`src/rtl/kfm_pkg.sv`:
```
// Package with keyword table, sizes and case folding for the keyword filter matcher.
`timescale 1ns / 1ps

package kfm_pkg;

    localparam int KEYWORD_COUNT   = 5;
    localparam int MAX_KEYWORD_LEN = 16;
    localparam int HIST_DEPTH      = MAX_KEYWORD_LEN - 1;
    localparam int LEN_W           = $clog2(MAX_KEYWORD_LEN + 1);

    typedef logic [7:0]               byte_t;
    typedef logic [KEYWORD_COUNT-1:0] mask_t;
    typedef logic [LEN_W-1:0]         kw_len_t;

    localparam kw_len_t KW_LEN [KEYWORD_COUNT] = '{
        kw_len_t'(10), kw_len_t'(12), kw_len_t'(6), kw_len_t'(16), kw_len_t'(8)
    };

    // Characters in reading order; unused positions are zero.
    localparam byte_t KW_TEXT [KEYWORD_COUNT][MAX_KEYWORD_LEN] = '{
        '{"c", "o", "m", "m", "u", "n", "i", "s", "t", "s",
          8'h00, 8'h00, 8'h00, 8'h00, 8'h00, 8'h00},
        '{"p", "r", "o", "l", "e", "t", "a", "r", "i", "a", "n", "s",
          8'h00, 8'h00, 8'h00, 8'h00},
        '{"c", "h", "a", "i", "n", "s",
          8'h00, 8'h00, 8'h00, 8'h00, 8'h00, 8'h00, 8'h00, 8'h00, 8'h00, 8'h00},
        '{"p", "e", "r", "s", "i", "a", "n", "a", "m", "e", "r", "i", "c", "a", "n", "a"},
        '{"a", "s", "d", "s", "a", "d", "a", "d",
          8'h00, 8'h00, 8'h00, 8'h00, 8'h00, 8'h00, 8'h00, 8'h00}
    };

    function automatic byte_t fold_case(input byte_t c);
        byte_t r;
        r = c;
        if (c >= 8'h41 && c <= 8'h5A)
        begin
            r = c + 8'd32;
        end
        return r;
    endfunction

endpackage

```
`src/rtl/keyword_filter_matcher_top.sv`:
```
// Top level of the keyword filter matcher: history, comparators and result register.
`timescale 1ns / 1ps
// A word with tlast set yields its mask on m_axis in the cycle after acceptance.
// Throughput: one input word per cycle while s_axis_tready is high; the parallel
// comparators against the history register finish each word in the accepting cycle.
// s_axis_tready drops only while a mask waits in the output register and m_axis is stalled.
// Reset (rst_n low, asynchronous) clears history, flags, string-end mark and output valid.

module keyword_filter_matcher_top
    import kfm_pkg::*;
(
    input  logic       clk,
    input  logic       rst_n,
    input  logic       s_axis_tvalid,
    output logic       s_axis_tready,
    input  logic [7:0] s_axis_tdata,   // [7:0] text_byte
    input  logic       s_axis_tlast,   // final_byte
    output logic       m_axis_tvalid,
    input  logic       m_axis_tready,
    output logic [7:0] m_axis_tdata    // [4:0] found_mask, [7:5] zero
);

    byte_t recent_reg [HIST_DEPTH];
    mask_t flags_reg;
    logic  ended_reg;
    logic  out_valid_reg;
    mask_t out_mask_reg;

    byte_t cur;
    logic  scan;
    logic  accept;
    mask_t hit;
    mask_t flags_next;

    assign s_axis_tready = !out_valid_reg || m_axis_tready;
    assign accept        = s_axis_tvalid && s_axis_tready;
    assign cur           = fold_case(s_axis_tdata);
    assign scan          = !ended_reg && (s_axis_tdata != 8'h00);

    always_comb
    begin
        logic  ok;
        byte_t ref_c;
        byte_t hist_c;
        ref_c  = '0;
        hist_c = '0;
        for (int k = 0; k < KEYWORD_COUNT; k++)
        begin
            ok = (KW_LEN[k] != '0) && (int'(KW_LEN[k]) <= MAX_KEYWORD_LEN);
            for (int j = 0; j < MAX_KEYWORD_LEN; j++)
            begin
                ref_c  = '0;
                hist_c = '0;
                if (j < int'(KW_LEN[k]))
                begin
                    ref_c  = KW_TEXT[k][(int'(KW_LEN[k]) - 1 - j) % MAX_KEYWORD_LEN];
                    hist_c = (j == 0) ? cur : recent_reg[(j + HIST_DEPTH - 1) % HIST_DEPTH];
                    if (ref_c != hist_c)
                    begin
                        ok = 1'b0;
                    end
                end
            end
            hit[k] = scan && ok;
        end
        flags_next = flags_reg | hit;
    end

    always_ff @(posedge clk or negedge rst_n)
    begin
        if (!rst_n)
        begin
            for (int i = 0; i < HIST_DEPTH; i++)
            begin
                recent_reg[i] <= '0;
            end
            flags_reg <= '0;
            ended_reg <= 1'b0;
        end
        else if (accept)
        begin
            if (s_axis_tlast)
            begin
                for (int i = 0; i < HIST_DEPTH; i++)
                begin
                    recent_reg[i] <= '0;
                end
                flags_reg <= '0;
                ended_reg <= 1'b0;
            end
            else
            begin
                flags_reg <= flags_next;
                if (scan)
                begin
                    recent_reg[0] <= cur;
                    for (int i = 1; i < HIST_DEPTH; i++)
                    begin
                        recent_reg[i] <= recent_reg[i-1];
                    end
                end
                else
                begin
                    ended_reg <= 1'b1;
                end
            end
        end
    end

    always_ff @(posedge clk or negedge rst_n)
    begin
        if (!rst_n)
        begin
            out_valid_reg <= 1'b0;
        end
        else if (accept && s_axis_tlast)
        begin
            out_valid_reg <= 1'b1;
        end
        else if (m_axis_tready)
        begin
            out_valid_reg <= 1'b0;
        end
    end

    always_ff @(posedge clk)
    begin
        if (accept && s_axis_tlast)
        begin
            out_mask_reg <= flags_next;
        end
    end

    assign m_axis_tvalid = out_valid_reg;
    assign m_axis_tdata  = {(8 - KEYWORD_COUNT)'(0), out_mask_reg};

endmodule

```
`config.mk`:
```
export PLATFORM = sky130hd
export DESIGN_NAME = keyword_filter_matcher_top
export DESIGN_NICKNAME = d
export VERILOG_FILES = /design/src/rtl/kfm_pkg.sv /design/src/rtl/keyword_filter_matcher_top.sv
export SDC_FILE = /design/constraint.sdc
export NUM_CORES = 1
export LEC_CHECK = 0
export ABC_AREA = 1
export BUFFER_PORTS_ARGS = -buffer_cell sky130_fd_sc_hd__buf_2
export CAP_MARGIN = 25
export CORE_ASPECT_RATIO = 0.7
export CORE_MARGIN = 5
export CORE_UTILIZATION = 32
export CTS_BUF_LIST = sky130_fd_sc_hd__clkbuf_4 sky130_fd_sc_hd__clkbuf_8
export DETAILED_ROUTE_END_ITERATION = 16
export PLACE_DENSITY = 0.54
export SETUP_SLACK_MARGIN = 0.02
export SLEW_MARGIN = 20
export SYNTH_ARGS = -nofsm -noshare
export SYNTH_HDL_FRONTEND = slang
export SYNTH_SLANG_ARGS = --single-unit
export TNS_END_PERCENT = 10
```
`constraint.sdc`:
```
create_clock -name clk -period 2.05 [get_ports clk]
set_input_delay 0.1025 -clock clk [delete_from_list [all_inputs] [get_ports clk]]
set_output_delay 0.1025 -clock clk [all_outputs]
set_load 0.005 [all_outputs]
```
==> impl_metrics.tcl <==
set metrics [dict create \
    setup_ws_ns 0.09845 \
    fin_crit_sh_pct 95.20 \
    ir_drop_v 0.0003422 \
    place_area_um2 6638 \
    reg2reg_depth 7 \
    area_growth_pct 14.67 \
    cellLeakagePower_nw 2.862 \
    met3_usage_pct 3.391 \
    p_int_mw 3.947 \
    die_w_um 176.4 \
    path_class "input pin to flip-flop" \
    syn-cell-area_um2 6202 \
    fillCellCount 1904 \
    finalNetCount 704 \
    gp_congestion 0.9264 \
    powerDensity_nw_per_um2 772.1 \
    slowest_stage "dlygate4sd3_1" \
    cts_sinks 132 \
    rsz0062_at_grt "no" \
    hold_depth 3 \
    yosysUniqueCellTypes 29 \
    critical_path_required_ns 2.36 \
    cts_tree "built" \
    synth.area.top_cells "dfrtp_1 51%, o22ai_2 9.9%, inv_1 8.0%, o22ai_1 6.5%, nand2_1 4.4%" \
    largest_reg_flops 120 \
    hold_viol_final 0 \
    busiest_layer "met1" \
    vias_per_cell 4.847 \
    synthCells 656 \
    io_pins 23 \
    final_area_um2 7112 \
    diodes 0 \
    grt_max_degree 60 \
    insertion_delay_ns 0.44 \
    min_path_type "input pin to flip-flop" \
    ctsResizeCount 0 \
    rows 42 \
    drv_cap 0 \
    clk_pin_slew_ns 0.09 \
    clock_skew_ns 0.01700 \
    postCtsSetupBuffers 0 \
    hold_slack_ns 0.04199 \
    drt-pass1-iter-count 5 \
    seq_area_frac_synth_pct 53.66 \
    share_comb_of_total_power_pct 10.6 \
    start_util_pct 32.69 \
    drive_gt1_share_pct 17.78 \
    cts_root_buf "clkbuf_8" \
    setup_tns_ns 0 \
    crit_chain "dlygate4sd3_1 > buf_2 > nor2_1 > nand2_1 > nor3_4 > nor2_8 > nand2_8 > nor2_4 > inv_4 > buf_12 > o22ai_1" \
    synth_seq_cells 132 \
    cts.path.max_buffers 2 \
    portBuffers 19 \
    p_clk_share_pct 40.2 \
    swShare_pct 28.13 \
    worstPathArrival_ns 2.26 \
    gr-usage-all-layers_pct 14.09 \
    die_h_um 126.5 \
    power.switching_mw 1.545 \
    drt_iter0_drc 478 \
    dieArea_um2 22310 \
    start_kind "input pin" \
    post-synth-top-area-cell "dfrtp_1" \
    antenna_left 0 \
    seq_power_share_pct 49.3 \
    synth_top_area_share_pct 51.24 \
    cts_hold_buf 8 \
    ys_warn_count 0 \
    end_kind "flip-flop" \
    globalRouteMet1Util_pct 23.12 \
    grt_pass1_wl_mm 24.94 \
    totalWireLength_mm 15.19 \
    hpwl_mm 10.95 \
    syn_area_per_cell_um2 9.455 \
    antenna_found_initial 0 \
    max_stage_delay_ns 0.55 \
    core-area_um2 18970 \
    h-tree-depth 4 \
    met2_usage_pct 17.89 \
    drc 0 \
    crit_fanout 32 \
    vias 4687 \
    timing.fmax_mhz 512.4 \
    dp_worst_setup_slack_ns 0.2511 \
    grt-ovfl-total 0 \
    cts_buffers 17 \
    setup_violations 0 \
    slew_violations 0 \
    fin_crit_ns 1.952 \
    wl_per_cell_um 15.70 \
    grt_pass1_vias 4543 \
    outcome "complete, no violations" \
]
-- worst max-delay path, delay by kind of cell --
family / cells / cell delay [ns]
and+or+nand+nor: 6 / 0.72
AOI/OAI and AO/OA: 1 / 0.10
buffers and inverters: 4 / 1.31
-- path summary, 6_finish.rpt --
path	startpoint	end	slack, ns
worst min register to register	recent_reg[3]	recent_reg[3]	0.52
worst min-delay path	s_axis_tdata[6]	recent_reg[118]	0.04
max in group asynchronous	rst_n	recent_reg[103]	1.32
min in group asynchronous	rst_n	recent_reg[16]	0.11
worst max register to register	recent_reg[100]	out_mask_reg[1]	0.24
worst max-delay path	s_axis_tdata[0]	recent_reg[66]	0.1
-- layout by cell type, fill, tap and decap left out, drive strengths merged, types with 2 or more instances in the layout --
cell type    count
inv            143
dfrtp          127
o22ai          113
nand2           75
nor2            66
buf             33
nand3           31
nor3            30
nand4           19
clkbuf          18
o21ai           12
dlygate4sd3      8
a21oi            7
clkinvlp         5
edfxtp           5
conb             3
bufinv           2
clkinv           2
-- layout make-up --
type                       instances  area (um^2)  share of cell area [%]
sequential                       132         3328                   46.80
tap                              264        330.3                   4.645
timing repair buffer              41        374.1                   5.260
inverter                         138        520.5                   7.319
clock inverter                    14        152.6                   2.146
clock buffer                      18        241.5                   3.396
multi-input combinational        360         2165                   30.44
-- power groups by stage --
stage                     Sequential, mW  Combinational (mW)  Clock, mW
final                               2.71               0.580       2.21
after floorplan                     2.75               0.369          0
after CTS                           2.70               0.577       2.27
after detailed placement            2.76               0.564          0
after global placement              2.76               0.570          0
after global routing                2.71               0.631       2.40
-- cells by family (layout without fill, tap and decap cells) --
family	Yosys count	after routing	synth area share, %
compound gates	132	132	17.87
other cells	1	3	0.06046
buf+inv	166	211	11.56
simple gates	224	224	16.64
fa+ha+maj	1	1	0.2017
flops	132	132	53.66
-- synth_stat cells (all sizes together) --
master / count
conb: 1
nor4: 1
ha: 1
nor3: 30
nand4: 19
o21ai: 12
buf: 21
dfrtp: 127
inv: 138
nand2: 75
clkbuf: 7
nor2: 66
nand3: 31
edfxtp: 5
o22ai: 113
a21oi: 7
nand3b: 1
and2: 1
-- per-stage QoR --
stage	power, mW	util [%]	std cells
after global routing	5.740	37.49	967
after global placement	3.326	34.99	927
after floorplan	3.119	-	658
final	5.491	37.49	967
after CTS	5.556	37.49	967
after detailed placement	3.320	34.99	927
-- routing by layer --
layer	routed length [um]	part of all wire, %
met5	0	0
met4	172	1.1
met1	8268	54
met2	5879	39
met3	866	5.7
Power figures use the tool's default switching activity.
